<file path="config.mk">
export PLATFORM = sky130hd
export DESIGN_NAME = pfb_result_fifo
export DESIGN_NICKNAME = d
export VERILOG_FILES = /design/src/design/pfb_pkg.sv /design/src/design/pfb_result_fifo.sv
export SDC_FILE = /design/constraint.sdc
export NUM_CORES = 1
export LEC_CHECK = 0
export BUFFER_PORTS_ARGS = -buffer_cell sky130_fd_sc_hd__buf_2
export CORE_MARGIN = 1.5
export CORE_UTILIZATION = 52
export CTS_BUF_LIST = sky130_fd_sc_hd__clkbuf_4
export CTS_CLUSTER_DIAMETER = 30
export DETAILED_ROUTE_END_ITERATION = 16
export PLACE_DENSITY = 0.8
export SLEW_MARGIN = 20
export SYNTH_ARGS = -nofsm -noshare
export SYNTH_HDL_FRONTEND = slang
export SYNTH_SLANG_ARGS = --single-unit
</file>
<file path="constraint.sdc">
create_clock -name clk -period 1.8 [get_ports clk]
set_clock_uncertainty 0.2 [all_clocks]
set_input_delay 0.18 -clock clk [delete_from_list [all_inputs] [get_ports clk]]
set_output_delay 0.18 -clock clk [all_outputs]
set_load 0.03 [all_outputs]
</file>
<file path="src/design/pfb_pkg.sv">
package pfb_pkg;

	typedef enum logic [2:0] {
		ACT_CLEAR_ALL = 3'd0,
		ACT_CLEAR_WIN = 3'd1,
		ACT_OPEN      = 3'd2,
		ACT_BLIT      = 3'd3,
		ACT_LINE      = 3'd4,
		ACT_RECT      = 3'd5,
		ACT_READ      = 3'd6,
		ACT_NONE      = 3'd7
	} action_t;

	localparam int ADDR_W = 17;
	localparam int SPAN_W = 11;
	localparam int CMD_DEPTH = 4;
	localparam int RES_DEPTH = 2;

	localparam logic [7:0] LINE_BYTE   = 8'h18;
	localparam logic [7:0] CORNER_TOP  = 8'hF8;
	localparam logic [7:0] CORNER_BOT  = 8'h1F;
	localparam logic [7:0] SIDE_BYTE   = 8'hFF;
	localparam logic [7:0] EDGE_TOP    = 8'h08;
	localparam logic [7:0] EDGE_BOT    = 8'h10;

	typedef struct packed {
		action_t           action;
		logic [9:0]        column;
		logic [9:0]        page_row;
		logic [9:0]        span_columns;
		logic [6:0]        span_pages;
		logic [7:0]        pixel_byte;
		logic              invert;
		logic              origin_in;
		logic [ADDR_W-1:0] base_addr;
		logic [SPAN_W-1:0] run_cols;
		logic [7:0]        run_pages;
	} cmd_t;

	typedef struct packed {
		logic [7:0] read_byte;
		logic       in_range;
	} result_t;

	typedef struct packed {
		logic       hit;
		logic [7:0] value;
	} rect_t;

	// later tests override earlier ones
	function automatic rect_t rect_byte(input logic [SPAN_W-1:0] i, input logic [7:0] j,
		input logic [9:0] w, input logic [6:0] p);
		rect_t r;
		logic fi, li, fj, lj;
		fi = (i == '0);
		li = (i == ({1'b0, w} - 11'd1));
		fj = (j == '0);
		lj = (j == ({1'b0, p} - 8'd1));
		r.hit = 1'b0;
		r.value = 8'h00;
		if (fi && fj) begin
			r.hit = 1'b1;
			r.value = CORNER_TOP;
		end
		if (li && fj) begin
			r.hit = 1'b1;
			r.value = CORNER_TOP;
		end
		if (fi && lj) begin
			r.hit = 1'b1;
			r.value = CORNER_BOT;
		end
		if (li && lj) begin
			r.hit = 1'b1;
			r.value = CORNER_BOT;
		end
		if ((fi || li) && !fj && !lj) begin
			r.hit = 1'b1;
			r.value = SIDE_BYTE;
		end
		if (!fi && !li && fj) begin
			r.hit = 1'b1;
			r.value = EDGE_TOP;
		end
		if (!fi && !li && lj) begin
			r.hit = 1'b1;
			r.value = EDGE_BOT;
		end
		return r;
	endfunction

endpackage

</file>
<file path="src/design/pfb_result_fifo.sv">
module pfb_result_fifo
	import pfb_pkg::*;
(
	input  logic    clk,
	input  logic    arst_n,
	input  logic    push,
	input  result_t data,
	output logic    full,
	input  logic    pop,
	output logic    empty,
	output result_t head
);

	localparam int PW = $clog2(RES_DEPTH);
	localparam logic [PW:0] FULL_CNT = (PW + 1)'(RES_DEPTH);

	result_t       fifo_q [RES_DEPTH];
	logic [PW-1:0] wr_ptr_q;
	logic [PW-1:0] rd_ptr_q;
	logic [PW:0]   count_q;
	logic          wr_en;
	logic          rd_en;

	assign full = (count_q == FULL_CNT);
	assign empty = (count_q == '0);
	assign wr_en = push && !full;
	assign rd_en = pop && !empty;
	assign head = fifo_q[rd_ptr_q];

	always_ff @(posedge clk) begin
		if (wr_en) begin
			fifo_q[wr_ptr_q] <= data;
		end
	end

	always_ff @(posedge clk or negedge arst_n) begin
		if (!arst_n) begin
			wr_ptr_q <= '0;
			rd_ptr_q <= '0;
			count_q <= '0;
		end else begin
			if (wr_en) begin
				wr_ptr_q <= wr_ptr_q + 1'b1;
			end
			if (rd_en) begin
				rd_ptr_q <= rd_ptr_q + 1'b1;
			end
			if (wr_en && !rd_en) begin
				count_q <= count_q + 1'b1;
			end else if (!wr_en && rd_en) begin
				count_q <= count_q - 1'b1;
			end
		end
	end

endmodule

</file>
==> out/metrics.csv <==
metric,value,unit
post-DP HPWL,850,µm
CTS Buffer Depth,2,
Synth-to-Final Area Change,34.6,%
"Setup violations, final",0,
critical path cell sequence,mux2_2 -> buf_2,
ANT cells,0,
"flops & latches, synth",22,
"worst slack, placed",0.121,ns
Slew headroom,0.711,
setup total negative slack,0,ns
CTS tree,done,
reg2reg setup slack,0.12,ns
Clock transition at path regs,0.11,ns
CP max FO,10,
Die ar.,0.00188,mm²
Worst-Margin Slew,0.433,ns
outcome,"finished, final reports clean",
root buffer cell,clkbuf_4,
post-synthesis sequential area ratio,0.757,
Die Span X,43.3,µm
switching portion of total power,0.381,
area share of the largest cell type after synthesis,0.639,
Post-synth EDFFs,18,
Post-synth top flop,edfxtp_1,
"top cells by area, synth","edfxtp_1 (64%), dfrtp_1 (12%), mux2_1 (8.0%), mux2_2 (4.0%), xnor2_1 (3.1%)",
Cells after DPL,87,
CTS Buf Count,3,
Worst Path Required,1.42,ns
Post-synth top cells,"edfxtp_1 (18), mux2_1 (6), dfrtp_1 (4)",
Die H,43.3,µm
DR iter-0 viols,6,
share of cells above drive strength 1,0.379,
PortBufs,23,
final WL,1300,µm
post-route minimum period,1.73,ns
sequential power share,0.466,
CTS sink cnt,22,
path depth of the worst reg2reg path,6,
Starting Density,0.561,
r2r startpoint,count_q[0]$_DFFE_PN0P_,
Worst Hold End,rd_ptr_q$_DFFE_PN0P_,
hold path cells,3,
post-CTS setup buffer count,0,
first-pass GRT wire length,2260,µm
Non-Filler Instances,103,
CP max stage delay,0.51,ns
GRT overflow,0,
"Data arrival, critical path",1.35,ns
nets@finish,102,
slowest cell on the critical path,dfrtp_2,
row count,14,
total power,0.00174,W
clock power share,0.125,
largest net degree at the start of global routing,13,
crit path launch,rd_ptr_q$_DFFE_PN0P_,
Vias/cell,4.77,
WL/cell,12.6,µm
worst skew pair latency,0.30,ns
fin. max-slew vios,0,
Final period util,0.959,
DRT Pass-1 Iters,3,
Mapped Avg Cell Area,18.0,µm²
gr usage total,0.175,
DR vias,491,
initial antenna violation count,0,
Top Family by Delay on Critical Path,flip-flops,
Synth cell types,14,
power per cell area,1530,mW/mm²
ys async rst share,0.182,
Leak,0.474,nW
Max H-tree Level,1,
final hold viol count,0,
RSZ-0062 raised after global routing,false,
Mapped Nets,61,
Crit Path Category,flip-flop to primary output,
element type at the critical path end,primary output,
maximum clock rate,579,MHz
R2R Path End,count_q[1]$_DFFE_PN0P_,
Core ar.,0.00151,mm²
post-route ant nets,0,
Buf/Inv on CP,1,
"count leader, synth",edfxtp_1,
Hold Crit Class,input port to flip-flop,
GP Congestion,0.632,
critical hold path startpoint,pop,
Sw Pwr,0.000661,W
"Cell Area, Synth",846,µm²
DR DRC count,0,
cells after synthesis,47,
final worst slack,0.0731,ns
crit path launch type,flip-flop,
VDD IR max,1040,µV
Synth area leader,edfxtp_1,
Comb pwr share,0.408,
YS warnings,0,
P_int,0.00108,W
vias in the first global route,527,
I/O Pins,24,
# Max-Cap Violations,0,
## kinds of logic (layout without fill, tap and decap cells)
logic type	after synthesis	count (layout)	synth area share
AO/OA/AOI/OAI	1	1	0.00591
XOR/XNOR	5	5	0.0518
adder cells (fa/ha/maj)	1	1	0.0148
buffers and inverters	3	43	0.0148
flip-flops	22	22	0.757
multiplexers	9	9	0.120
AND/OR/NAND/NOR	6	6	0.0355
## cells in the final DEF (no fill, tap or decap)
cell | netlist | final
mux2_1 | 6 | 6
edfxtp_1 | 18 | 18
xor2_1 | 2 | 2
clkinv_1 | 0 | 1
buf_4 | 0 | 2
nand2b_1 | 1 | 1
nand2_2 | 1 | 1
o21ai_1 | 1 | 1
mux2_2 | 3 | 3
dfrtp_1 | 4 | 3
buf_2 | 1 | 23
xnor2_1 | 3 | 3
nor2_1 | 3 | 3
clkbuf_4 | 0 | 3
inv_1 | 2 | 2
and3_1 | 1 | 1
dlygate4sd3_1 | 0 | 12
dfrtp_2 | 0 | 1
ha_1 | 1 | 1
## area by class of cell
cell class,count,area [µm²]
clock buffers,3,22.5
clock inverters,1,3.75
fillers,103,368
inverters,2,7.51
multi-input cells,22,193
flip-flops and latches,22,642
well taps,16,20.0
repair buffers,37,250
## how the worst max path moves through the flow
stage	end	cells past startpoint
floorplan	fifo_q[0][0]$_DFFE_PP_	3
global placement	count_q[1]$_DFFE_PN0P_	6
detailed placement	count_q[1]$_DFFE_PN0P_	6
CTS	head[8]	2
global route	head[8]	2
finish	head[8]	2
## routing by layer
layer | GRT usage | up-vias | part of all wire
li1 | - | 250 | -
met1 | 0.206 | 226 | 0.43
met2 | 0.290 | 13 | 0.51
met3 | 0.0417 | 2 | 0.043
met4 | 0.109 | 0 | 0.016
met5 | 0 | - | 0
## state kept, by name (all words and copies together), names as in the netlist
| name | cells |
|---|---|
| wr_ptr_q | 1 |
| rd_ptr_q | 1 |
| count_q | 2 |
| fifo_q | 18 |
## worst min-delay path, stage by stage
cell and delay (ns):
buf_2 0.08, o21ai_1 0.10, xnor2_1 0.14
## what timing repair did
| item | in CTS | in global routing |
|---|---|---|
| endpoints found under the hold margin | 23 | 0 |
| gates resized for setup | 1 | 0 |
| endpoints found under the setup margin | 9 | 0 |
| hold buffers | 12 | 0 |
## per-stage QoR
stage	util	hold WS [ns]	area [µm²]
after floorplan	-	-0.316	846
after global placement	0.658	-0.209	991
after detailed placement	0.658	-0.210	991
after CTS	0.756	0.0170	1140
after global routing	0.756	0.0445	1140
final	0.756	0.0265	1140
## power by group through the flow
stage / Clock (W) / Sequential [W] / Combinational, W
6_report: 0.000218 / 0.000810 / 0.000709
5_1_grt: 0.000244 / 0.000833 / 0.000766
4_1_cts: 0.000223 / 0.000813 / 0.000717
3_5_place_dp: 0 / 0.000822 / 0.000695
3_3_place_gp: 0 / 0.000818 / 0.000681
2_1_floorplan: 0 / 0.000767 / 0.000555
(Power assumes the default switching activity.)
