--- src/design/pfb_pkg.sv ---
package pfb_pkg;

	typedef enum logic [2:0] {
		ACT_CLEAR_ALL = 3'd0,
		ACT_CLEAR_WIN = 3'd1,
		ACT_OPEN      = 3'd2,
		ACT_BLIT      = 3'd3,
		ACT_LINE      = 3'd4,
		ACT_RECT      = 3'd5,
		ACT_READ      = 3'd6,
		ACT_NONE      = 3'd7
	} action_t;

	localparam int ADDR_W = 17;
	localparam int SPAN_W = 11;
	localparam int CMD_DEPTH = 4;
	localparam int RES_DEPTH = 2;

	localparam logic [7:0] LINE_BYTE   = 8'h18;
	localparam logic [7:0] CORNER_TOP  = 8'hF8;
	localparam logic [7:0] CORNER_BOT  = 8'h1F;
	localparam logic [7:0] SIDE_BYTE   = 8'hFF;
	localparam logic [7:0] EDGE_TOP    = 8'h08;
	localparam logic [7:0] EDGE_BOT    = 8'h10;

	typedef struct packed {
		action_t           action;
		logic [9:0]        column;
		logic [9:0]        page_row;
		logic [9:0]        span_columns;
		logic [6:0]        span_pages;
		logic [7:0]        pixel_byte;
		logic              invert;
		logic              origin_in;
		logic [ADDR_W-1:0] base_addr;
		logic [SPAN_W-1:0] run_cols;
		logic [7:0]        run_pages;
	} cmd_t;

	typedef struct packed {
		logic [7:0] read_byte;
		logic       in_range;
	} result_t;

	typedef struct packed {
		logic       hit;
		logic [7:0] value;
	} rect_t;

	// later tests override earlier ones
	function automatic rect_t rect_byte(input logic [SPAN_W-1:0] i, input logic [7:0] j,
		input logic [9:0] w, input logic [6:0] p);
		rect_t r;
		logic fi, li, fj, lj;
		fi = (i == '0);
		li = (i == ({1'b0, w} - 11'd1));
		fj = (j == '0);
		lj = (j == ({1'b0, p} - 8'd1));
		r.hit = 1'b0;
		r.value = 8'h00;
		if (fi && fj) begin
			r.hit = 1'b1;
			r.value = CORNER_TOP;
		end
		if (li && fj) begin
			r.hit = 1'b1;
			r.value = CORNER_TOP;
		end
		if (fi && lj) begin
			r.hit = 1'b1;
			r.value = CORNER_BOT;
		end
		if (li && lj) begin
			r.hit = 1'b1;
			r.value = CORNER_BOT;
		end
		if ((fi || li) && !fj && !lj) begin
			r.hit = 1'b1;
			r.value = SIDE_BYTE;
		end
		if (!fi && !li && fj) begin
			r.hit = 1'b1;
			r.value = EDGE_TOP;
		end
		if (!fi && !li && lj) begin
			r.hit = 1'b1;
			r.value = EDGE_BOT;
		end
		return r;
	endfunction

endpackage

--- src/design/pfb_front.sv ---
module pfb_front
	import pfb_pkg::*;
#(
	parameter int COLUMNS = 256,
	parameter int PAGES = 32
) (
	input  logic       clk,
	input  logic       arst_n,
	input  logic       push,
	output logic       full,
	input  logic [2:0] action,
	input  logic [9:0] column,
	input  logic [9:0] page_row,
	input  logic [9:0] span_columns,
	input  logic [6:0] span_pages,
	input  logic [7:0] pixel_byte,
	input  logic       invert,
	input  logic       init_busy,
	output logic       cmd_valid,
	output cmd_t       cmd,
	input  logic       cmd_pop
);

	localparam int PW = $clog2(CMD_DEPTH);
	localparam logic [SPAN_W-1:0] COLS_W = SPAN_W'(COLUMNS);
	localparam logic [SPAN_W-1:0] PAGES_W = SPAN_W'(PAGES);
	localparam logic [7:0] PAGES_B = 8'(PAGES);
	localparam logic [PW:0] FULL_CNT = (PW + 1)'(CMD_DEPTH);

	cmd_t              fifo_q [CMD_DEPTH];
	logic [PW-1:0]     wr_ptr_q;
	logic [PW-1:0]     rd_ptr_q;
	logic [PW:0]       count_q;
	cmd_t              entry;
	logic              col_in;
	logic              page_in;
	logic              wr_en;
	logic [SPAN_W-1:0] col_room;
	logic [7:0]        page_room;
	logic [20:0]       prod;

	// classify the item and precompute its clipped extent and store address
	always_comb begin
		col_in = {1'b0, column} < COLS_W;
		page_in = {1'b0, page_row} < PAGES_W;
		col_room = COLS_W - {1'b0, column};
		page_room = PAGES_B - page_row[7:0];
		prod = 21'(page_row) * 21'(COLUMNS);
		entry.action = action_t'(action);
		entry.column = column;
		entry.page_row = page_row;
		entry.span_columns = span_columns;
		entry.span_pages = span_pages;
		entry.pixel_byte = pixel_byte;
		entry.invert = invert;
		entry.origin_in = col_in && page_in;
		entry.base_addr = prod[ADDR_W-1:0] + ADDR_W'(column);
		entry.run_cols = '0;
		entry.run_pages = '0;
		if (entry.action == ACT_CLEAR_ALL) begin
			entry.origin_in = 1'b1;
			entry.base_addr = '0;
			entry.run_cols = COLS_W;
			entry.run_pages = PAGES_B;
		end else if (col_in && page_in) begin
			entry.run_cols = ({1'b0, span_columns} < col_room) ? {1'b0, span_columns} : col_room;
			if (entry.action == ACT_LINE) begin
				entry.run_pages = 8'd1;
			end else begin
				entry.run_pages = ({1'b0, span_pages} < page_room) ? {1'b0, span_pages} : page_room;
			end
		end
	end

	assign full = (count_q == FULL_CNT) || init_busy;
	assign wr_en = push && !full;
	assign cmd_valid = (count_q != '0);
	assign cmd = fifo_q[rd_ptr_q];

	always_ff @(posedge clk) begin
		if (wr_en) begin
			fifo_q[wr_ptr_q] <= entry;
		end
	end

	always_ff @(posedge clk or negedge arst_n) begin
		if (!arst_n) begin
			wr_ptr_q <= '0;
			rd_ptr_q <= '0;
			count_q <= '0;
		end else begin
			if (wr_en) begin
				wr_ptr_q <= wr_ptr_q + 1'b1;
			end
			if (cmd_pop) begin
				rd_ptr_q <= rd_ptr_q + 1'b1;
			end
			if (wr_en && !cmd_pop) begin
				count_q <= count_q + 1'b1;
			end else if (!wr_en && cmd_pop) begin
				count_q <= count_q - 1'b1;
			end
		end
	end

endmodule

--- config.mk ---
export PLATFORM = sky130hd
export DESIGN_NAME = pfb_front
export DESIGN_NICKNAME = d
export VERILOG_FILES = /design/src/design/pfb_pkg.sv /design/src/design/pfb_front.sv
export SDC_FILE = /design/constraint.sdc
export NUM_CORES = 1
export LEC_CHECK = 0
export BUFFER_PORTS_ARGS = -buffer_cell sky130_fd_sc_hd__buf_2
export CORE_AREA = 3 3 156 196
export DETAILED_ROUTE_END_ITERATION = 16
export DIE_AREA = 0 0 159 199
export PLACE_DENSITY = 0.67
export SLEW_MARGIN = 30
export SYNTH_ARGS = -nofsm -noshare
export SYNTH_HDL_FRONTEND = slang
export SYNTH_SLANG_ARGS = --single-unit
--- constraint.sdc ---
create_clock -name clk -period 3.9 [get_ports clk]
set_input_delay 0.39 -clock clk [delete_from_list [all_inputs] [get_ports clk]]
set_output_delay 0.39 -clock clk [all_outputs]
set_load 0.005 [all_outputs]
==> summary.md <==
| Metric | Value |
|---|---|
| Status | `finished, final reports clean` |
| Count of final hold-check violations | `0` |
| Setup violations, final | `0` |
| Worst skew pair latency | `roughly 510 ps` |
| Met2 Usage GRT | `0.329` |
| Setup Total Neg Slack | `0 ps` |
| Placeable core region | `slightly below 0.03 mm2` |
| Warnings, synthesis | `0` |
| Number of standard-cell rows in the floorplan | `70` |
| Register area | `between 0.01 and 0.015 mm2` |
| Series of cell instances along the critical path | `buf_2 > nor3_4 > nand3_2 > o21a_4 > xnor2_1 > ha_1 > nand3_1 > nor3_1 > a221oi_1 > a221oi_1 > buf_4 > mux2i_1 > nor2b_1` |
| Via count normalized by instance count | `around 5.5` |
| Finished Core Util | `0.563` |
| Overall power of the completed layout | `around 11 mW` |
| Sequential fraction of the synthesis area | `0.748` |
| Count of unique library cells instantiated by Yosys | `49` |
| Vias | `6970` |
| Transition time of the tightest slew-check pin | `roughly 880 ps` |
| Most repeated library cell on the critical path | `sky130_fd_sc_hd__a221oi_1` |
| Ys flop type | `sky130_fd_sc_hd__edfxtp_1` |
| Period minus WS final | `approximately 2800 ps` |
| Largest vdd supply drop | `approximately 0.47 mV` |
| Initial standard-cell utilization of the core | `0.483` |
| Area of the mapped netlist | `between 0.01 and 0.015 mm2` |
| Number of buffers inserted during clock tree synthesis | `35` |
| Count of buffer and inverter cells on the critical path | `2` |
| Fraction of final layout cells sized beyond drive strength 1 | `0.352` |
| Power per unit of standard cell area | `646 mW/mm2` |
| Area added between synthesis and finish | `16.6%` |
| Root cell of the clock tree | `sky130_fd_sc_hd__clkbuf_16` |
| FILL cells | `about 2.3k` |
| Worst clock skew | `around 12 ps` |
| Number of synthesized register bits | `between 300 and 400` |
| Async set-reset flop share out of synthesis | `0.0199` |
| Full die area | `between 0.03 and 0.04 mm2` |
| Portion of the clock cycle consumed by the worst path in the final layout | `0.726` |
| Peak clock frequency supported by timing | `between 300 and 400 MHz` |
| Clock Path Buffers | `3` |
| Detailed placer's ending HPWL | `between 15 and 20 mm` |
| 1st-pass router iterations | `5` |
| Post-synthesis area per instance | `roughly 21 um2` |
| Max incr delay on CP | `roughly 330 ps` |
| Count of maximum capacitance violations | `0` |
| Critical Path Start Type | `input port` |
| Required time of the critical path | `about 4200 ps` |
| Count of buffers from port buffering | `around 140` |
| Clock transition at the register clock pins on the worst setup and hold paths after CTS | `~60 ps` |
| Post-CTS Setup Bufs | `0` |
| Count of H-tree levels built during CTS | `2` |
| Total global-route track usage | `0.182` |
| Worst hold path class | `input port to register` |
| Post-cts resize count | `0` |
| Die X-Extent | `159 um` |
| Met3 Resource Use GR | `0.0439` |
| Met1 track demand over resource | `0.221` |
| Global route total overflow | `0` |
| RSZ-0062 raised after global routing | `no` |
| Cell count after synthesis | `670` |
| Cell family contributing the most delay on the critical path | `simple AND/OR/NAND/NOR gates` |
| Multi-input gate area in the final layout | `approximately 0.0034 mm2` |
| Total clock sinks | `351` |
| Crit Path Max Fanout | `10` |
| Pin count of the biggest net entering global routing | `54` |
| Leakage power | `between 5 and 6 nW` |
| First-pass GRT wire length | `roughly 44 mm` |
| Global route hottest layer | `met2` |
| Count of flip-flops with a built-in enable after synthesis | `344` |
| Global placement routability congestion | `between 0.8 and 0.9` |
| Detailed Route Iter0 Violations | `514` |
| # DRC | `0` |
| Cell with the largest stage delay on the worst path | `sky130_fd_sc_hd__a221oi_1` |
| Max-slew violation count | `0` |
| Number of global-route vias before repair | `roughly 7.5k` |
| Number of I/O pins | `about 140` |
| Final wirelength | `~28 mm` |
| CTS tree | `yes` |
| Die boundary height | `199 um` |
| Worst endpoint data arrival time | `around 3100 ps` |
| Remaining max-slew budget at the tightest pin | `0.413` |
| Number of antenna violations at the first check in global routing | `2` |
| Crit path kind | `input port to register` |
| Type of element capturing the critical path | `register` |
| Antenna diode instance count | `0` |
| Number of nets in the layout | `approximately 920` |
| Routed wire per std cell | `about 22 um` |
| ANT nets after route | `0` |
==> per-stage QoR <==
step	worst slack (ps)	hold slack [ps]	std cells	instance area [um2]
after floorplan	641	94.4	677	14100
after global placement	723	226	1202	15300
after detailed placement	540	232	1202	15400
after CTS	1060	91.1	1262	16400
after global routing	788	88.9	1262	16400
final	1070	117	1262	16400
==> synth_stat cells (2+ instances only) <==
| master | instances | area share |
|---|---|---|
| sky130_fd_sc_hd__buf_1 | 5 | 0.0013 |
| sky130_fd_sc_hd__dfrtp_1 | 7 | 0.012 |
| sky130_fd_sc_hd__nand3_1 | 2 | 0.00071 |
| sky130_fd_sc_hd__ha_1 | 24 | 0.021 |
| sky130_fd_sc_hd__nand2_1 | 18 | 0.0048 |
| sky130_fd_sc_hd__a221oi_1 | 2 | 0.0012 |
| sky130_fd_sc_hd__inv_1 | 20 | 0.0053 |
| sky130_fd_sc_hd__nor3_1 | 6 | 0.0021 |
| sky130_fd_sc_hd__and3_1 | 5 | 0.0022 |
| sky130_fd_sc_hd__nor2_1 | 21 | 0.0056 |
| sky130_fd_sc_hd__or3_1 | 3 | 0.0013 |
| sky130_fd_sc_hd__or2_2 | 3 | 0.0013 |
| sky130_fd_sc_hd__xor2_1 | 14 | 0.0087 |
| sky130_fd_sc_hd__and2_1 | 6 | 0.0027 |
| sky130_fd_sc_hd__mux4_2 | 86 | 0.14 |
| sky130_fd_sc_hd__clkbuf_1 | 10 | 0.0027 |
| sky130_fd_sc_hd__a21o_1 | 2 | 0.0011 |
| sky130_fd_sc_hd__fa_1 | 2 | 0.0029 |
| sky130_fd_sc_hd__xnor2_1 | 10 | 0.0062 |
| sky130_fd_sc_hd__buf_2 | 9 | 0.0032 |
| sky130_fd_sc_hd__o31ai_1 | 3 | 0.0016 |
| sky130_fd_sc_hd__mux2i_1 | 12 | 0.0086 |
| sky130_fd_sc_hd__nor2b_1 | 13 | 0.0058 |
| sky130_fd_sc_hd__a21oi_1 | 10 | 0.0036 |
| sky130_fd_sc_hd__edfxtp_1 | 344 | 0.74 |
| sky130_fd_sc_hd__o21ai_0 | 9 | 0.0032 |
| sky130_fd_sc_hd__and4_1 | 2 | 0.0012 |
==> flip-flops by register name, indices dropped and copies added (netlist names) <==
signal / cells
fifo_q: 344
count_q: 3
rd_ptr_q: 2
wr_ptr_q: 2
==> kinds of logic after synthesis <==
group | after synthesis | synth area share
xor+xnor | 24 | 0.0150
buf+inv | 45 | 0.0131
compound gates | 33 | 0.0172
flops | 351 | 0.748
fa+ha+maj | 26 | 0.0242
other cells | 1 | 0.000267
mux | 99 | 0.147
simple gates | 91 | 0.0349
==> power breakdown <==
group	switching (mW)	total, mW	internal (mW)
sequential	0.240	4.82	4.58
clock	1.29	3.02	1.73
combinational	1.34	2.73	1.39
==> final cells by class <==
class / count / area share
Sequential cell: 351 / 0.642
Multi-Input combinational cell: 281 / 0.208
Clock buffer: 48 / 0.0565
Timing Repair Buffer: 155 / 0.0535
Tap cell: 396 / 0.0303
Clock inverter: 11 / 0.00527
Inverter: 20 / 0.00459
==> cells in the final DEF (no fill, tap or decap), types with 2 or more instances in the layout <==
cell	n
sky130_fd_sc_hd__dfrtp_1	5
sky130_fd_sc_hd__inv_1	20
sky130_fd_sc_hd__inv_6	2
sky130_fd_sc_hd__fa_1	2
sky130_fd_sc_hd__mux4_2	86
sky130_fd_sc_hd__and2_1	6
sky130_fd_sc_hd__nand3_1	2
sky130_fd_sc_hd__clkinv_1	3
sky130_fd_sc_hd__ha_1	24
sky130_fd_sc_hd__mux2i_1	12
sky130_fd_sc_hd__xor2_1	14
sky130_fd_sc_hd__clkbuf_1	13
sky130_fd_sc_hd__and4_1	2
sky130_fd_sc_hd__nor3_1	6
sky130_fd_sc_hd__nor2b_1	13
sky130_fd_sc_hd__buf_12	5
sky130_fd_sc_hd__buf_4	8
sky130_fd_sc_hd__or2_2	3
sky130_fd_sc_hd__o21ai_0	9
sky130_fd_sc_hd__nor2_2	2
sky130_fd_sc_hd__edfxtp_1	344
sky130_fd_sc_hd__o31ai_1	3
sky130_fd_sc_hd__and3_4	4
sky130_fd_sc_hd__xnor2_1	10
sky130_fd_sc_hd__conb_1	8
sky130_fd_sc_hd__dfrtp_4	2
sky130_fd_sc_hd__nor2_1	20
sky130_fd_sc_hd__a21o_1	2
sky130_fd_sc_hd__a21oi_1	10
sky130_fd_sc_hd__a221oi_1	2
sky130_fd_sc_hd__clkinv_2	4
sky130_fd_sc_hd__buf_2	141
sky130_fd_sc_hd__or3_1	3
sky130_fd_sc_hd__nand2_1	18
sky130_fd_sc_hd__clkbuf_16	35
==> layer usage <==
metal / vias to the layer above / share of wire
li1: 3066 / -
met1: 3653 / 0.38
met2: 203 / 0.53
met3: 44 / 0.065
met4: 4 / 0.018
met5: - / 0.00095
==> repair_timing <==
action | CTS | global route
endpoints found under the setup margin | 0 | 0
hold buffers | 1 | 0
endpoints found under the hold margin | 7 | 0
==> worst register-to-register path: cells and delay by family, from the launching register on <==
family | cells | cell delay (ps)
AND/OR/NAND/NOR | 2 | 910
flip-flops | 1 | 430
buffers and inverters | 1 | 400
AO/OA/AOI/OAI | 1 | 400
==> path summary, 6_finish.rpt <==
| check | end | from | depth (start not counted) | slack [ps] |
|---|---|---|---|---|
| worst max-delay path | fifo_q[0][13] | column[3] | 13 | 1070 |
| worst min-delay path | fifo_q[0][37] | invert | 1 | 120 |
| worst max register to register | fifo_q[1][67] | count_q[0] | 4 | 1460 |
| worst min register to register | count_q[2] | count_q[2] | 1 | 500 |
| max in group asynchronous | rd_ptr_q[1] | arst_n | 2 | 3470 |
| min in group asynchronous | wr_ptr_q[0] | arst_n | 2 | 250 |
No activity file was read; power rests on OpenSTA's default activity.
